`src/hw/rtl/acbs_pkg.sv`:
```
// Shared types, codes and helper functions for the alarm clock core.
`default_nettype none

package acbs_pkg;

  // Number of keypad digits in one time entry (HHMMSS)
  localparam int unsigned ENTRY_DIGITS = 6;

  // Keypad codes
  localparam logic [3:0] KEY_DIGIT_MAX = 4'd9;
  localparam logic [3:0] KEY_SET_TIME  = 4'd10;
  localparam logic [3:0] KEY_SET_ALARM = 4'd11;
  localparam logic [3:0] KEY_CANCEL    = 4'd12;
  localparam logic [3:0] KEY_CONFIRM   = 4'd13;
  localparam logic [3:0] KEY_BACKSPACE = 4'd14;
  localparam logic [3:0] KEY_ALARM_TOG = 4'd15;

  // Configuration register indexes
  localparam logic [1:0] REG_TICKS_PER_SEC = 2'd0;
  localparam logic [1:0] REG_TONE_HALF     = 2'd1;
  localparam logic [1:0] REG_BEEP_ON       = 2'd2;
  localparam logic [1:0] REG_BEEP_OFF      = 2'd3;

  // User interface mode
  typedef enum logic [1:0] {
    MODE_CLOCK      = 2'd0,
    MODE_EDIT_TIME  = 2'd1,
    MODE_EDIT_ALARM = 2'd2
  } ui_mode_t;

  // Buzzer sequencer mode
  typedef enum logic [1:0] {
    BUZ_OFF  = 2'd0,
    BUZ_BEEP = 2'd1,
    BUZ_RING = 2'd2
  } sounder_mode_t;

  // Sound requests raised during one tick, applied in this order:
  // beep restart, stop, sequencer step, alarm ring start
  typedef struct packed {
    logic       beep;
    logic [1:0] beep_count;
    logic       stop;
    logic       ring;
  } buz_req_t;

  // Two decimal digits of a value below 64
  typedef struct packed {
    logic [3:0] tens;
    logic [3:0] units;
  } bcd_pair_t;

  function automatic bcd_pair_t bcd_split(input logic [5:0] v);
    bcd_pair_t  r;
    logic [2:0] q;
    logic [5:0] q_x10;
    if (v >= 6'd60)      q = 3'd6;
    else if (v >= 6'd50) q = 3'd5;
    else if (v >= 6'd40) q = 3'd4;
    else if (v >= 6'd30) q = 3'd3;
    else if (v >= 6'd20) q = 3'd2;
    else if (v >= 6'd10) q = 3'd1;
    else                 q = 3'd0;
    q_x10   = {q, 3'b000} - {2'b00, q, 1'b0} + {2'b00, q, 1'b0} + {2'b00, q, 1'b0};
    r.tens  = {1'b0, q};
    r.units = 4'(v - q_x10);
    return r;
  endfunction

endpackage

`default_nettype wire

```
`src/hw/rtl/acbs_buzzer.sv`:
```
// Buzzer sequencer: short beep bursts, one-shot alarm ring and tone divider.
`default_nettype none

module acbs_buzzer (
  input  wire logic              clk,
  input  wire logic              rst_n,
  input  wire logic              step,
  input  wire acbs_pkg::buz_req_t req,
  input  wire logic [15:0]       ticks_per_second,
  input  wire logic [7:0]        tone_half_period,
  input  wire logic [15:0]       beep_on_ticks,
  input  wire logic [15:0]       beep_off_ticks,
  output logic                   pin_nxt
);

  typedef struct packed {
    logic [7:0] div;
    logic       pin;
  } tone_t;

  acbs_pkg::sounder_mode_t mode_r, mode_nxt;
  logic [7:0]          tone_div_r, tone_div_nxt;
  logic [1:0]          beeps_left_r, beeps_left_nxt;
  logic                phase_on_r, phase_on_nxt;
  logic [15:0]         beep_cnt_r, beep_cnt_nxt;
  logic [15:0]         ring_cnt_r, ring_cnt_nxt;
  logic                pin_r;

  // Advance the tone divider; toggle the pin when it reaches the half period
  function automatic tone_t tone_advance(input logic [7:0] div, input logic pin,
                                         input logic [7:0] half);
    tone_t t;
    t.div = div + 8'd1;
    t.pin = pin;
    if (t.div >= half) begin
      t.div = 8'd0;
      t.pin = ~pin;
    end
    return t;
  endfunction

  // Next state of the sequencer for one tick
  always_comb begin
    tone_t t;
    mode_nxt       = mode_r;
    tone_div_nxt   = tone_div_r;
    beeps_left_nxt = beeps_left_r;
    phase_on_nxt   = phase_on_r;
    beep_cnt_nxt   = beep_cnt_r;
    ring_cnt_nxt   = ring_cnt_r;
    pin_nxt        = pin_r;
    t              = '0;
    if (step) begin
      // restart a beep burst
      if (req.beep) begin
        mode_nxt       = acbs_pkg::BUZ_BEEP;
        beeps_left_nxt = req.beep_count;
        phase_on_nxt   = 1'b1;
        beep_cnt_nxt   = 16'd0;
        tone_div_nxt   = 8'd0;
      end
      // silence everything
      if (req.stop) begin
        mode_nxt       = acbs_pkg::BUZ_OFF;
        beeps_left_nxt = 2'd0;
        phase_on_nxt   = 1'b0;
        beep_cnt_nxt   = 16'd0;
        ring_cnt_nxt   = 16'd0;
        pin_nxt        = 1'b0;
      end
      unique case (mode_nxt)
        acbs_pkg::BUZ_RING: begin
          t            = tone_advance(tone_div_nxt, pin_nxt, tone_half_period);
          tone_div_nxt = t.div;
          pin_nxt      = t.pin;
          ring_cnt_nxt = ring_cnt_nxt + 16'd1;
          if (ring_cnt_nxt >= ticks_per_second) begin
            mode_nxt       = acbs_pkg::BUZ_OFF;
            beeps_left_nxt = 2'd0;
            phase_on_nxt   = 1'b0;
            beep_cnt_nxt   = 16'd0;
            ring_cnt_nxt   = 16'd0;
            pin_nxt        = 1'b0;
          end
        end
        acbs_pkg::BUZ_BEEP: begin
          if (beeps_left_nxt == 2'd0) begin
            mode_nxt     = acbs_pkg::BUZ_OFF;
            phase_on_nxt = 1'b0;
            beep_cnt_nxt = 16'd0;
            ring_cnt_nxt = 16'd0;
            pin_nxt      = 1'b0;
          end else begin
            beep_cnt_nxt = beep_cnt_nxt + 16'd1;
            if (phase_on_nxt) begin
              t            = tone_advance(tone_div_nxt, pin_nxt, tone_half_period);
              tone_div_nxt = t.div;
              pin_nxt      = t.pin;
              if (beep_cnt_nxt >= beep_on_ticks) begin
                phase_on_nxt = 1'b0;
                beep_cnt_nxt = 16'd0;
                pin_nxt      = 1'b0;
              end
            end else if (beep_cnt_nxt >= beep_off_ticks) begin
              phase_on_nxt   = 1'b1;
              beep_cnt_nxt   = 16'd0;
              beeps_left_nxt = beeps_left_nxt - 2'd1;
            end
          end
        end
        default: begin
        end
      endcase
      // alarm ring takes over whatever was sounding
      if (req.ring) begin
        mode_nxt     = acbs_pkg::BUZ_RING;
        ring_cnt_nxt = 16'd0;
        tone_div_nxt = 8'd0;
      end
    end
  end

  // Hold the sequencer state
  always_ff @(posedge clk) begin
    if (!rst_n) begin
      mode_r       <= acbs_pkg::BUZ_OFF;
      tone_div_r   <= 8'd0;
      beeps_left_r <= 2'd0;
      phase_on_r   <= 1'b0;
      beep_cnt_r   <= 16'd0;
      ring_cnt_r   <= 16'd0;
      pin_r        <= 1'b0;
    end else begin
      mode_r       <= mode_nxt;
      tone_div_r   <= tone_div_nxt;
      beeps_left_r <= beeps_left_nxt;
      phase_on_r   <= phase_on_nxt;
      beep_cnt_r   <= beep_cnt_nxt;
      ring_cnt_r   <= ring_cnt_nxt;
      pin_r        <= pin_nxt;
    end
  end

endmodule

`default_nettype wire

```
`src/hw/rtl/alarm_clock_with_beep_sequencer_core.sv`:
```
// Alarm clock core: keypad entry, timekeeping, alarm and buzzer sequencing per tick.
//
// Usage: every transfer on the in_ channel is one loop tick, optionally carrying
// a key press (in_key_valid/in_key_code) and a format button press. Each tick
// yields exactly one transfer on the out_ channel: six display digits, buzzer
// pin level, UI mode, alarm enable and 12/24-hour format.
// A tick taken at a clock edge is presented on out_ in the following cycle.
// Throughput: one tick per cycle while no result is held; the whole tick is evaluated in one pass of
// logic between the state registers and the output register.
// The out_ stage is a single register: the input is stalled only while a result
// is held and out_stall is high; a held result keeps its value until taken.
// Configuration (cfg_index 0..3: ticks per second, tone half period, beep on
// ticks, beep off ticks) is written with cfg_valid; cfg_ready is always high.
// Write it only while no tick is in flight.
// Reset (rst_n low at a clock edge): time 12:45:00, alarm 06:00:00 enabled,
// 24-hour format, normal mode, buzzer silent, registers at default values.
`default_nettype none

module alarm_clock_with_beep_sequencer_core (
  input  wire logic        clk,
  input  wire logic        rst_n,
  // tick channel
  input  wire logic        in_valid,
  output logic             in_stall,
  input  wire logic        in_key_valid,
  input  wire logic [3:0]  in_key_code,
  input  wire logic        in_button_press,
  // result channel
  output logic             out_valid,
  input  wire logic        out_stall,
  output logic [3:0]       out_digit_0,
  output logic [3:0]       out_digit_1,
  output logic [3:0]       out_digit_2,
  output logic [3:0]       out_digit_3,
  output logic [3:0]       out_digit_4,
  output logic [3:0]       out_digit_5,
  output logic             out_buzzer_level,
  output logic [1:0]       out_ui_mode,
  output logic             out_alarm_on,
  output logic             out_format_24h,
  // configuration write channel
  input  wire logic        cfg_valid,
  output logic             cfg_ready,
  input  wire logic [1:0]  cfg_index,
  input  wire logic [15:0] cfg_data
);

  localparam int unsigned LenW = $clog2(acbs_pkg::ENTRY_DIGITS + 1);

  // configuration registers
  logic [15:0] ticks_per_sec_r;
  logic [7:0]  tone_half_r;
  logic [15:0] beep_on_r;
  logic [15:0] beep_off_r;

  // clock, alarm and entry state
  logic [4:0]          hours_r, hours_nxt;
  logic [5:0]          minutes_r, minutes_nxt;
  logic [5:0]          seconds_r, seconds_nxt;
  logic [15:0]         sec_acc_r, sec_acc_nxt;
  acbs_pkg::ui_mode_t  ui_r, ui_nxt;
  logic [3:0]          entry_r [acbs_pkg::ENTRY_DIGITS];
  logic [3:0]          entry_nxt [acbs_pkg::ENTRY_DIGITS];
  logic [LenW-1:0]     len_r, len_nxt;
  logic [4:0]          al_hours_r, al_hours_nxt;
  logic [5:0]          al_minutes_r, al_minutes_nxt;
  logic [5:0]          al_seconds_r, al_seconds_nxt;
  logic                al_en_r, al_en_nxt;
  logic                al_fired_r, al_fired_nxt;
  logic                fmt24_r, fmt24_nxt;

  logic                in_xfer;
  acbs_pkg::buz_req_t  buz_req;
  logic                pin_nxt;
  logic [3:0]          disp [acbs_pkg::ENTRY_DIGITS];

  // output stage
  logic       out_valid_r;
  logic [3:0] digit_r [acbs_pkg::ENTRY_DIGITS];
  logic       buzzer_r;
  logic [1:0] ui_out_r;
  logic       alarm_on_r;
  logic       fmt24_out_r;

  // handshake: stall only while a held result is not taken
  assign in_stall  = out_valid_r & out_stall;
  assign in_xfer   = in_valid & ~in_stall;
  assign cfg_ready = 1'b1;

  // Hold configuration registers
  always_ff @(posedge clk) begin
    if (!rst_n) begin
      ticks_per_sec_r <= 16'd1100;
      tone_half_r     <= 8'd3;
      beep_on_r       <= 16'd120;
      beep_off_r      <= 16'd90;
    end else if (cfg_valid && cfg_ready) begin
      unique case (cfg_index)
        acbs_pkg::REG_TICKS_PER_SEC: ticks_per_sec_r <= cfg_data;
        acbs_pkg::REG_TONE_HALF:     tone_half_r     <= cfg_data[7:0];
        acbs_pkg::REG_BEEP_ON:       beep_on_r       <= cfg_data;
        acbs_pkg::REG_BEEP_OFF:      beep_off_r      <= cfg_data;
        default: begin
        end
      endcase
    end
  end

  // One tick: button, key, display, then clock advance
  always_comb begin
    logic [6:0]         ent_h;
    logic [6:0]         ent_m;
    logic [6:0]         ent_s;
    logic [4:0]         disp_h;
    logic               match;
    acbs_pkg::bcd_pair_t bp_h;
    acbs_pkg::bcd_pair_t bp_m;
    acbs_pkg::bcd_pair_t bp_s;

    hours_nxt      = hours_r;
    minutes_nxt    = minutes_r;
    seconds_nxt    = seconds_r;
    sec_acc_nxt    = sec_acc_r;
    ui_nxt         = ui_r;
    entry_nxt      = entry_r;
    len_nxt        = len_r;
    al_hours_nxt   = al_hours_r;
    al_minutes_nxt = al_minutes_r;
    al_seconds_nxt = al_seconds_r;
    al_en_nxt      = al_en_r;
    al_fired_nxt   = al_fired_r;
    fmt24_nxt      = fmt24_r;
    buz_req        = '0;

    // entry decoded as HH MM SS
    ent_h = {3'b000, entry_r[0]} * 7'd10 + {3'b000, entry_r[1]};
    ent_m = {3'b000, entry_r[2]} * 7'd10 + {3'b000, entry_r[3]};
    ent_s = {3'b000, entry_r[4]} * 7'd10 + {3'b000, entry_r[5]};

    if (in_xfer) begin
      // format button
      if (in_button_press) begin
        fmt24_nxt          = ~fmt24_r;
        buz_req.beep       = 1'b1;
        buz_req.beep_count = 2'd1;
      end

      // key handling
      if (in_key_valid) begin
        if (ui_r == acbs_pkg::MODE_CLOCK) begin
          case (in_key_code)
            acbs_pkg::KEY_ALARM_TOG: begin
              al_en_nxt          = ~al_en_r;
              buz_req.beep       = 1'b1;
              buz_req.beep_count = 2'd1;
              buz_req.stop       = al_en_r;
            end
            acbs_pkg::KEY_SET_TIME, acbs_pkg::KEY_SET_ALARM: begin
              ui_nxt             = (in_key_code == acbs_pkg::KEY_SET_TIME) ?
                                   acbs_pkg::MODE_EDIT_TIME : acbs_pkg::MODE_EDIT_ALARM;
              len_nxt            = '0;
              buz_req.beep       = 1'b1;
              buz_req.beep_count = 2'd1;
            end
            default: begin
            end
          endcase
        end else if (in_key_code <= acbs_pkg::KEY_DIGIT_MAX) begin
          // append a digit while there is room
          if (len_r < LenW'(acbs_pkg::ENTRY_DIGITS)) begin
            entry_nxt[len_r] = in_key_code;
            len_nxt          = len_r + LenW'(1);
          end
        end else begin
          case (in_key_code)
            acbs_pkg::KEY_CANCEL: begin
              ui_nxt             = acbs_pkg::MODE_CLOCK;
              len_nxt            = '0;
              buz_req.beep       = 1'b1;
              buz_req.beep_count = 2'd1;
            end
            acbs_pkg::KEY_BACKSPACE: begin
              if (len_r != '0) len_nxt = len_r - LenW'(1);
              buz_req.beep       = 1'b1;
              buz_req.beep_count = 2'd1;
            end
            acbs_pkg::KEY_CONFIRM: begin
              buz_req.beep       = 1'b1;
              buz_req.beep_count = 2'd3;
              if (len_r == LenW'(acbs_pkg::ENTRY_DIGITS)) begin
                len_nxt = '0;
                if (ent_h <= 7'd23 && ent_m <= 7'd59 && ent_s <= 7'd59) begin
                  if (ui_r == acbs_pkg::MODE_EDIT_TIME) begin
                    hours_nxt   = ent_h[4:0];
                    minutes_nxt = ent_m[5:0];
                    seconds_nxt = ent_s[5:0];
                  end else begin
                    al_hours_nxt   = ent_h[4:0];
                    al_minutes_nxt = ent_m[5:0];
                    al_seconds_nxt = ent_s[5:0];
                    al_en_nxt      = 1'b1;
                  end
                  ui_nxt             = acbs_pkg::MODE_CLOCK;
                  buz_req.beep_count = 2'd2;
                end
              end
            end
            default: begin
            end
          endcase
        end
      end
    end

    // display digits after the key, before the clock advances
    disp_h = hours_nxt;
    if (!fmt24_nxt) begin
      if (hours_nxt >= 5'd12) disp_h = hours_nxt - 5'd12;
      if (disp_h == 5'd0)     disp_h = 5'd12;
    end
    bp_h = acbs_pkg::bcd_split({1'b0, disp_h});
    bp_m = acbs_pkg::bcd_split(minutes_nxt);
    bp_s = acbs_pkg::bcd_split(seconds_nxt);
    if (ui_nxt != acbs_pkg::MODE_CLOCK) begin
      for (int i = 0; i < acbs_pkg::ENTRY_DIGITS; i++) begin
        disp[i] = (LenW'(i) < len_nxt) ? entry_nxt[i] : 4'd0;
      end
    end else begin
      disp[0] = bp_h.tens;
      disp[1] = bp_h.units;
      disp[2] = bp_m.tens;
      disp[3] = bp_m.units;
      disp[4] = bp_s.tens;
      disp[5] = bp_s.units;
    end

    // advance the clock and check the alarm in normal mode
    match = 1'b0;
    if (in_xfer && ui_nxt == acbs_pkg::MODE_CLOCK) begin
      sec_acc_nxt = sec_acc_r + 16'd1;
      if (sec_acc_nxt >= ticks_per_sec_r) begin
        sec_acc_nxt = 16'd0;
        if (seconds_nxt == 6'd59) begin
          seconds_nxt = 6'd0;
          if (minutes_nxt == 6'd59) begin
            minutes_nxt = 6'd0;
            hours_nxt   = (hours_nxt == 5'd23) ? 5'd0 : hours_nxt + 5'd1;
          end else begin
            minutes_nxt = minutes_nxt + 6'd1;
          end
        end else begin
          seconds_nxt = seconds_nxt + 6'd1;
        end
        match = (hours_nxt == al_hours_nxt) && (minutes_nxt == al_minutes_nxt) &&
                (seconds_nxt == al_seconds_nxt);
        if (al_en_nxt && !al_fired_r && match) begin
          al_fired_nxt = 1'b1;
          buz_req.ring = 1'b1;
        end else if (al_fired_r && !match) begin
          al_fired_nxt = 1'b0;
        end
      end
    end
  end

  acbs_buzzer u_buzzer (
    .clk              (clk),
    .rst_n            (rst_n),
    .step             (in_xfer),
    .req              (buz_req),
    .ticks_per_second (ticks_per_sec_r),
    .tone_half_period (tone_half_r),
    .beep_on_ticks    (beep_on_r),
    .beep_off_ticks   (beep_off_r),
    .pin_nxt          (pin_nxt)
  );

  // Hold clock, alarm and entry state
  always_ff @(posedge clk) begin
    if (!rst_n) begin
      hours_r      <= 5'd12;
      minutes_r    <= 6'd45;
      seconds_r    <= 6'd0;
      sec_acc_r    <= 16'd0;
      ui_r         <= acbs_pkg::MODE_CLOCK;
      len_r        <= '0;
      al_hours_r   <= 5'd6;
      al_minutes_r <= 6'd0;
      al_seconds_r <= 6'd0;
      al_en_r      <= 1'b1;
      al_fired_r   <= 1'b0;
      fmt24_r      <= 1'b1;
    end else begin
      hours_r      <= hours_nxt;
      minutes_r    <= minutes_nxt;
      seconds_r    <= seconds_nxt;
      sec_acc_r    <= sec_acc_nxt;
      ui_r         <= ui_nxt;
      len_r        <= len_nxt;
      al_hours_r   <= al_hours_nxt;
      al_minutes_r <= al_minutes_nxt;
      al_seconds_r <= al_seconds_nxt;
      al_en_r      <= al_en_nxt;
      al_fired_r   <= al_fired_nxt;
      fmt24_r      <= fmt24_nxt;
    end
  end

  // Entry digits are only read below the entry length
  always_ff @(posedge clk) begin
    entry_r <= entry_nxt;
  end

  // Output stage: valid flag
  always_ff @(posedge clk) begin
    if (!rst_n) begin
      out_valid_r <= 1'b0;
    end else begin
      out_valid_r <= in_xfer | (out_valid_r & out_stall);
    end
  end

  // Output stage: load the result of each accepted tick
  always_ff @(posedge clk) begin
    if (in_xfer) begin
      digit_r     <= disp;
      buzzer_r    <= pin_nxt;
      ui_out_r    <= ui_nxt;
      alarm_on_r  <= al_en_nxt;
      fmt24_out_r <= fmt24_nxt;
    end
  end

  assign out_valid        = out_valid_r;
  assign out_digit_0      = digit_r[0];
  assign out_digit_1      = digit_r[1];
  assign out_digit_2      = digit_r[2];
  assign out_digit_3      = digit_r[3];
  assign out_digit_4      = digit_r[4];
  assign out_digit_5      = digit_r[5];
  assign out_buzzer_level = buzzer_r;
  assign out_ui_mode      = ui_out_r;
  assign out_alarm_on     = alarm_on_r;
  assign out_format_24h   = fmt24_out_r;

endmodule

`default_nettype wire

```
`config.mk`:
```
export PLATFORM = sky130hd
export DESIGN_NAME = alarm_clock_with_beep_sequencer_core
export DESIGN_NICKNAME = d
export VERILOG_FILES = /design/src/hw/rtl/acbs_pkg.sv /design/src/hw/rtl/acbs_buzzer.sv /design/src/hw/rtl/alarm_clock_with_beep_sequencer_core.sv
export SDC_FILE = /design/constraint.sdc
export NUM_CORES = 1
export LEC_CHECK = 0
export ABC_AREA = 1
export BUFFER_PORTS_ARGS = -buffer_cell sky130_fd_sc_hd__buf_2
export CAP_MARGIN = 15
export CORE_UTILIZATION = 50
export CTS_CLUSTER_DIAMETER = 100
export CTS_CLUSTER_SIZE = 28
export DETAILED_ROUTE_END_ITERATION = 10
export PLACE_DENSITY = 0.76
export SYNTH_ARGS = -nofsm -noshare
export SYNTH_HDL_FRONTEND = slang
export SYNTH_HIERARCHICAL = 1
export SYNTH_SLANG_ARGS = --single-unit
```
`constraint.sdc`:
```
create_clock -name clk -period 7.85 [get_ports clk]
set_input_delay 0.785 -clock clk [delete_from_list [all_inputs] [get_ports clk]]
set_output_delay 0.785 -clock clk [all_outputs]
set_load 0.03 [all_outputs]
```
Word level (Yosys, flattened, before mapping)
Index checks and enable logic that the tools add are counted.

word-level totals
  bits in registers = 214

operators by class
  $add $sub $neg = 26
  equality and inequality tests = 19
  multiply operators = 3
  reduce and logical (&&, ||, !) cells = 30
  $lt $le $gt $ge = 37
  bitwise logic cells = 8
  multiplexer cells = 203

operators by type and width
  cell                     count
  $mux W6                  43
  $mux W16                 14
  $mux W5                  27
  $mux W24                 5
  $mux W3                  22
  $ge A16 B16 Y1           4
  $pmux W16 S2             2
  $mux W2                  27
  $add A16 B1 Y16 const B  3
  $mux W8                  5
  $mux W1                  38
  $ge A6 B6 Y1 const B     6
  $mux W4                  8
  $add A4 B4 Y4            6
  $bwmux W24               1
  $eq A4 B4 Y1 const B     6
  $ge A6 B5 Y1 const B     4
  $sub A4 B4 Y4            6
  $mux W23                 1
  $add A7 B4 Y7            3
  $ge A5 B6 Y1 const B     3
  $mul A4 B3 Y6 const B    3
  $pmux W8 S2              1
  $le A7 B6 Y1 const B     2
  other kinds (46)         86

Longest topological paths before layout
Gate-level depths: netlist of run 1.

  depth after elaboration = 30
  depth in mapped cells = 37
  depth with buffers taken out = 36

Hierarchy
Netlist of run 1, hierarchy kept.

modules (own cells, without submodules)
  module                                instances  cells each  area each (µm²)  sequential area each (µm²)
  alarm_clock_with_beep_sequencer_core  1          1410        10116.0          3653.5
  acbs_buzzer                           1          985         5781.8           920.9

Worst setup path after synthesis of run 1
No wires, ideal clock.

  path kind = in2reg
  start point = input port out_stall
  end point = register digit_r (netlist bit out_digit_1[3]) (data pin)
  buffers on the path = 0
  data required time = 7597 ps
  arrival = 5480 ps
  stages = 25
  setup slack = 2117 ps
  cell sequence = nand2_1 inv_1 nor2_2 nand2_1 nor3_1 nand4_1 nand2_1 inv_1 ha_1 nand2_1 nand2_1 nand3_1 o21ai_0 o21ai_1 inv_1 o21bai_2 ha_1 ha_1 inv_1 fa_1 inv_1 xor2_1 nand3_1 nand3_1 nand2_1

RTL lines
  item                  RTL line                                     source
  from (decl)           alarm_clock_with_beep_sequencer_core.sv:30   input wire logic out_stall,
  to (signal assigned)  alarm_clock_with_beep_sequencer_core.sv:326  digit_r <= disp;
  to (decl)             alarm_clock_with_beep_sequencer_core.sv:79   logic [3:0] digit_r [acbs_pkg::ENTRY_DIGITS];

==> results of run 1 <==
[worst paths after layout]
path            startpoint              to  slack, ns  cells past startpoint
min reg2reg  beep_off_r[1]   beep_off_r[1]       0.47                      2
max reg2reg    entry_r[21]  out_digit_1[3]       1.20                     31
max            entry_r[21]  out_digit_1[3]       1.20                     31
min          beep_off_r[1]   beep_off_r[1]       0.47                      2
[registers in the layout (all words and copies together) (netlist names), 8 cells and up]
| signal | count |
|---|---|
| beep_on_r | 16 |
| entry_r | 24 |
| u_buzzer/beep_cnt_r | 16 |
| u_buzzer/tone_div_r | 8 |
| sec_acc_r | 16 |
| tone_half_r | 8 |
| u_buzzer/ring_cnt_r | 16 |
| beep_off_r | 16 |
| ticks_per_sec_r | 16 |
[cell families (layout without fill, tap and decap cells)]
group	Yosys count	in the layout	synth area share [%]
other	1	1	0.0236
xor gates and xnor gates	56	56	3.13
and+or+nand+nor	1121	1121	32.1
DFF	214	214	28.8
adders and majority gates	127	127	10.4
AOI/OAI and AO/OA	403	403	13.7
buffers and inverters	473	484	11.9
[metal layers]
metal / share of wire [%] / GRT usage (%) / wire (um) / vias up
met1: 46 / 36.5 / 19800 / 7063
li1: - / - / - / 7717
met5: 0 / 0 / 0 / -
met4: 1.9 / 5.74 / 836 / 0
met3: 6.9 / 2.45 / 2970 / 61
met2: 45 / 42.9 / 19500 / 605
[area by class of cell]
cell class,count,area [um2],share of cell area [%]
inverters,394,1480,8.83
repair buffers,70,390,2.32
clock buffers,14,329,1.96
well taps,396,495,2.95
flip-flops and latches,214,4570,27.2
clock inverters,6,86.3,0.514
multi-input cells,1708,9440,56.2
[critical path: cells and delay by family, from the launching register on]
| family | cells | cell delay [ns] |
|---|---|---|
| flops | 1 | 0.43 |
| fa+ha+maj | 7 | 2.19 |
| buf+inv | 5 | 0.40 |
| xor+xnor | 1 | 0.19 |
| simple gates | 15 | 2.56 |
| compound gates | 3 | 0.64 |
[Yosys cell counts, drive strengths merged, types with 5 or more instances]
master,instances
edfxtp,29
ha,118
fa,9
xnor2,15
nor2,248
nand3b,6
clkbuf,48
nand3,140
buf,31
dfxtp,185
o21a,6
xor2,41
inv,393
nand4,70
o211ai,14
o22ai,12
a31oi,5
o21ai,167
nand2,605
nor3,33
a21oi,190
or2,13
[stage by stage]
step,utilization (%),instances
2_1_floorplan,-,2395
3_3_place_gp,53.0,2781
3_5_place_dp,53.0,2781
4_1_cts,54.3,2801
5_1_grt,54.4,2802
6_report,54.4,2802
[power by group through the flow]
stage	clock, mW	sequential (mW)	combinational [mW]
2_1_floorplan	0	1.24	0.520
3_3_place_gp	0	1.22	0.690
3_5_place_dp	0	1.23	0.709
4_1_cts	0.779	1.20	0.715
5_1_grt	0.814	1.21	0.816
6_report	0.768	1.20	0.730
[cells in the final DEF (no fill, tap or decap), types with 13 or more instances in the layout]
cell       instances
a21oi_1          186
buf_2             59
clkbuf_16         13
dfxtp_1          185
edfxtp_1          29
ha_1             118
inv_1            370
inv_2             22
nand2_1          580
nand2_2           19
nand3_1          119
nand3_2           18
nand4_1           64
nor2_1           223
nor2_2            17
nor3_1            25
o211ai_1          14
o21ai_0          150
xnor2_1           15
xor2_1            40
==> results.cfg, run 1 <==
[routing]
via_per_inst = 5.51
drt_iter0_drc = 1465
dr.pass1.iters = 8
wl_per_cell_um = 15.4
antenna_left = 0
drc = 0
routed_wirelength_mm = 43.0
vias = 15400

[pwr]
internal_power_mw = 1.72
clkPwrFrac_pct = 28.4
p_seq_share_pct = 44.5
power_leakage_nw = 8.17
p_comb_share_pct = 27.0
p_per_area_mw_per_mm2 = 161
peakVddDrop_uv = 210
p_sw_share_pct = 36.4
totalPowerFinal_mw = 2.70
switchingPower_mw = 0.983

[place]
postPlaceCellArea_mm2 = 0.0164
hpwlAfterDp_mm = 31.5
port_buffers = 59
place_congestion = 0.951
dpl_worst_slack_ns = 1.35

[logic_synthesis]
synthArstFlopShare_pct = 0
syn_avg_cell_area_um2 = 6.64
synthFlopType = dfxtp_1
ys_seq_elements = 214
synthTopCellsByArea = dfxtp_1 (23%), nand2_1 (14%), ha_1 (9.3%), inv_1 (8.8%), a21oi_1 (5.9%)
synthCells = 2395
syn_nets = 2551
syn_area_mm2 = 0.0159
yosysSeqAreaShare_pct = 28.8
synth_edf_count = 29
ys_types = 59
yosys_warnings = 6
yosysTopAreaCell = dfxtp_1
synth_top_area_share_pct = 23.3

[critical_path]
crit_type = register to register
end_kind = register
arrival_ns = 6.91
slowest_delay_ns = 0.78
critPathRequiredTime_ns = 8.12
crit_slowest_cell = nor2_1
critPathMaxFanout = 12
start_kind = register

[timing]
clock.fmax_mhz = 150
finalCritPeriodShare_pct = 84.7
rsz0062_at_grt = false
timing.final.crit_period_ns = 6.65
setup_slack_ns = 1.20
whs_ns = 0.468
relSlewSlack_pct = 16.7
setup_violations = 0
worst_pin_slew_ns = 1.25
tns_ns = 0
skew_ns = 0.0364
hold_viol_final = 0
drv_slew = 0

[global_routing]
track_usage_pct = 25.9
grt_pass1_wl_mm = 70.2
grt_overflow = 0
antenna_found_initial = 0
grt_max_degree = 78
grt_pass1_vias = 13800

[cts]
htreeDepth = 1
cts_buffers = 13
cts_sinks = 214
cts.clk_slew.worst_paths_ns = 0.11
hold_buffers = 0
root_buffer = clkbuf_16
post_cts_buffers = 0
cts_resized = 0
clock_latency_ns = 0.50
cts_max_path_buffers = 3
cts_tree = yes

[job]
maxCapViolations = 0

[floorplan]
num_rows = 64
core_mm2 = 0.0309
io_pins = 61
start_util_pct = 51.4
die-area_mm2 = 0.0325
die_y_um = 180
die_w_um = 180

[cells_and_area]
fillers = 2976
fin_nets = 2557
syn_to_final_growth_pct = 5.70
drive_gt1_share_pct = 9.27
final_area_mm2 = 0.0168
n_antenna_cell = 0

[worst_hold_path]
min_path_type = register to register

[run_status]
status = completed
No activity file was read; power rests on OpenSTA's default activity.
==> inputs of run 2 (changes only) <==
- PLACE_DENSITY: 0.76 -> 0.78
- clock period: 7.85 -> 5.35 ns (I/O delays scaled with it)
==> results.cfg, run 2 (synthesis results as in run 1) <==
[run_status]
status = completed

[routing]
antenna_left = 0
drt_iter0_drc = 1686
drc = 0
routed_wirelength_mm = 43.9
wl_per_cell_um = 15.3
vias = 16000
via_per_inst = 5.57
dr.pass1.iters = 6

[floorplan]
core_mm2 = 0.0309
die_w_um = 180
num_rows = 64
start_util_pct = 51.4
die_y_um = 180
io_pins = 61
die-area_mm2 = 0.0325

[global_routing]
grt_pass1_wl_mm = 69.5
grt_overflow = 0
grt_max_degree = 67
antenna_found_initial = 0
track_usage_pct = 25.5
grt_pass1_vias = 14300

[place]
place_congestion = 0.942
hpwlAfterDp_mm = 31.2
dp.cells = 2816
dpl_worst_slack_ns = -0.0703
port_buffers = 59

[timing]
clock.fmax_mhz = 190
worst_pin_slew_ns = 1.10
finalCritPeriodShare_pct = 98.2
timing.final.crit_period_ns = 5.25
relSlewSlack_pct = 26.1
setup_violations = 0
drv_slew = 0
skew_ns = 0.0176
setup_slack_ns = 0.0951
hold_viol_final = 0

[cells_and_area]
drive_gt1_share_pct = 14.5
n_antenna_cell = 0
final_common_cell = nand2_1
regMostFlops = entry_r
largest_reg_flops = 24
layout_common_cells = nand2_1 (563), inv_1 (360), nor2_1 (212)
fillers = 2847
syn_to_final_growth_pct = 11.2
layout.cells.non_filler = 2872
fin_nets = 2627

[cts]
clock_latency_ns = 0.50
root_buffer = clkbuf_16
cts_tree = yes
htreeDepth = 1
cts.clk_slew.worst_paths_ns = 0.10
cts_max_path_buffers = 3
cts_sinks = 214
cts_buffers = 13

[pwr]
peakVddDrop_uv = 271
p_per_area_mw_per_mm2 = 231
power_leakage_nw = 8.55

[critical_path]
critPathTopFamily = adder cells
crit_slowest_cell = fa_2
end_kind = register
critPathMaxFanout = 8
cp_common_cell = nand2_1
crit_type = register to register
path_buf_inv = 4
critPathRequiredTime_ns = 5.61
start_kind = register
slowest_delay_ns = 0.49
arrival_ns = 5.51

[job]
maxCapViolations = 0

[worst_hold_path]
min_path_type = input port to register
[run 2: layout make-up]
class,instances,area [um2],area share (%)
Timing Repair Buffer,140,970,5.48
Sequential cell,214,4580,25.9
Clock buffer,13,325,1.84
Multi-Input combinational cell,1708,9740,55.1
Tap cell,396,495,2.80
Clock inverter,7,81.3,0.460
Inverter,394,1490,8.42
[run 2: worst paths after layout]
| kind | from | endpoint | slack (ns) | depth (start not counted) |
|---|---|---|---|---|
| min reg2reg | beep_off_r[6] | beep_off_r[6] | 0.47 | 2 |
| min | out_stall | out_valid | 0.31 | 3 |
| max reg2reg | entry_r[13] | out_digit_5[3] | 0.1 | 31 |
| max | entry_r[13] | out_digit_5[3] | 0.1 | 31 |
[run 2: where the power goes]
| part | total (mW) | internal, mW | switching [mW] | leakage [nW] |
|---|---|---|---|---|
| Sequential | 1.76 | 1.71 | 0.0491 | 1.79 |
| Clock | 1.10 | 0.476 | 0.621 | 0.199 |
| Combinational | 1.22 | 0.429 | 0.788 | 6.56 |
[run 2: through the flow]
stage               total power [mW]  instance area (um2)  hold WS, ns  setup TNS (ns)  utilization, %
finish                          4.08                17700        0.311               0            57.2
global route                    4.29                17700        0.308           -3.12            57.2
CTS                             3.97                17100        0.302               0            55.2
detailed placement              2.86                16600        0.443          -0.123            53.8
global placement                2.82                16600        0.441               0            53.8
floorplan                       2.58                15900        0.429               0               -
[run 2: what timing repair did]
| action | in CTS | in global routing |
|---|---|---|
| setup buffers | 0 | 35 |
| gates resized for setup | 7 | 90 |
| gates cloned | 0 | 1 |
| setup endpoints to repair | 2 | 27 |
| pin swaps | 1 | 53 |
| hold buffers | 0 | 0 |
[run 2: metal layers]
metal / vias to the layer above / track usage, % / share of wire (%)
met2: 735 / 43.1 / 47
met5: - / 0 / 0
met3: 89 / 2.26 / 7.2
li1: 7842 / - / -
met1: 7323 / 34.2 / 43
met4: 0 / 8.44 / 2.8
[run 2: worst min-delay path, cell delays in order]
cell	delay, ns
buf_2	0.10
nand2_1	0.06
a21oi_1	0.06
==> inputs of run 3 (changes only) <==
- CORE_ASPECT_RATIO: default -> 1.75
==> results.cfg, run 3 (synthesis results as in run 1) <==
[worst_hold_path]
worstHoldEndpoint = out_valid
min_path_type = input port to register
min_path_cells = 3
min_from = out_stall

[job]
maxCapViolations = 0

[pwr]
clkPwrFrac_pct = 24.1
internal_power_mw = 2.54
p_seq_share_pct = 44.7
totalPowerFinal_mw = 3.94
p_per_area_mw_per_mm2 = 222
power_leakage_nw = 8.64
peakVddDrop_uv = 270
p_comb_share_pct = 31.2
switchingPower_mw = 1.41
p_sw_share_pct = 35.7

[floorplan]
num_rows = 86
io_pins = 61
die_w_um = 137
core_mm2 = 0.0314
die_y_um = 238
die-area_mm2 = 0.0325
start_util_pct = 50.6

[timing]
setup_violations = 0
drv_slew = 0
worst_pin_slew_ns = 0.978
hold_viol_final = 0
clock.fmax_mhz = 192
relSlewSlack_pct = 34.3
timing.final.crit_period_ns = 5.20
finalCritPeriodShare_pct = 97.2
rsz0062_at_grt = true
skew_ns = 0.0279
tns_ns = 0

[global_routing]
grt_max_degree = 57
track_usage_pct = 29.2
grt_overflow = 0
antenna_found_initial = 0
grt_pass1_wl_mm = 74.9
grt_pass1_vias = 15600

[routing]
drt_iter0_drc = 1045
drc = 0
antenna_left = 0
vias = 16200
routed_wirelength_mm = 48.1
dr.pass1.iters = 6
wl_per_cell_um = 16.6
via_per_inst = 5.57

[place]
hpwlAfterDp_mm = 35.4
port_buffers = 59
dp.cells = 2857
place_congestion = 0.958

[cells_and_area]
layout.cells.non_filler = 2898
fin_nets = 2656
n_antenna_cell = 0
syn_to_final_growth_pct = 11.9
largest_reg_flops = 24
drive_gt1_share_pct = 15.3
layout_common_cells = nand2_1 (559), inv_1 (362), nor2_1 (213)
regMostFlops = entry_r
utilization_pct = 56.6
final_common_cell = nand2_1

[critical_path]
crit_type = register to register
arrival_ns = 5.45
slowest_delay_ns = 0.49
timing.rr.end = out_digit_5[3]
start_kind = register
critPathRequiredTime_ns = 5.60
r2r_slack_ns = 0.15
reg2reg_depth = 31
critPathMaxFanout = 6
worstReg2RegStart = entry_r[21]
crit_slowest_cell = fa_1
end_kind = register

[cts]
root_buffer = clkbuf_16
cts_sinks = 214
hold_buffers = 0
cts_max_path_buffers = 3
cts.clk_slew.worst_paths_ns = 0.12
cts_tree = yes
cts_buffers = 11
clock_latency_ns = 0.50
htreeDepth = 1

[run_status]
status = completed
run 3: cell count changes in the layout (fill, tap and decap cells not counted), sizes merged:
cell    before  now
buf        138  171
clkbuf      15   14
clkinv       4    1
inv        397  394
run 3: layout make-up:
class	instances	area, um2
fill	2960	13600
inverter	394	1490
clock buffer	14	287
clock inverter	1	11.3
tap	396	495
timing repair buffer	171	1190
multi-input combinational	1708	9740
sequential	214	4580
run 3: how the worst max path moves through the flow:
stage | endpoint | startpoint | slack [ns]
3_5_place_dp | out_digit_1[3] | entry_r[15] | -0.11
6_report | out_digit_5[3] | entry_r[21] | 0.15
3_3_place_gp | out_digit_1[3] | entry_r[15] | 0.06
5_1_grt | out_digit_1[3] | entry_r[5] | -0.16
2_1_floorplan | out_digit_1[3] | entry_r[21] | 0.16
4_1_cts | out_digit_1[3] | entry_r[21] | 0.0006
run 3: metal layers:
metal / GRT usage [%] / vias up / share of wire, %
met5: 0 / - / 0
met4: 24.8 / 0 / 9.4
li1: - / 7895 / -
met3: 3.04 / 247 / 4.5
met2: 53.3 / 591 / 51
met1: 28.8 / 7421 / 35
run 3: critical path: cells and delay by family, from the launching register on:
family / cells / cell delay [ns]
flops: 1 / 0.35
buf+inv: 5 / 0.44
fa+ha+maj: 6 / 1.79
simple gates: 14 / 1.53
compound gates: 3 / 0.30
xor+xnor: 3 / 0.54
run 3: timing repair:
item	4_1_cts	5_1_grt
buffers inserted	1	25
pin swaps	5	47
gates cloned	0	0
setup endpoints to repair	2	27
gates resized for setup	6	89
run 3: through the flow:
step	hold slack (ns)	instance area [um2]	setup slack, ns
2_1_floorplan	0.429	15900	0.160
3_3_place_gp	0.441	17000	0.0580
3_5_place_dp	0.444	17000	-0.113
4_1_cts	0.297	17300	0.000629
5_1_grt	0.309	17800	-0.164
6_report	0.300	17800	0.150
run 3: power groups by stage:
stage               logic [mW]  registers [mW]  clock network, mW
floorplan                0.763            1.82                  0
global placement          1.07            1.79                  0
detailed placement        1.10            1.80                  0
CTS                       1.12            1.76              0.978
global route              1.36            1.77               1.03
finish                    1.23            1.76              0.949
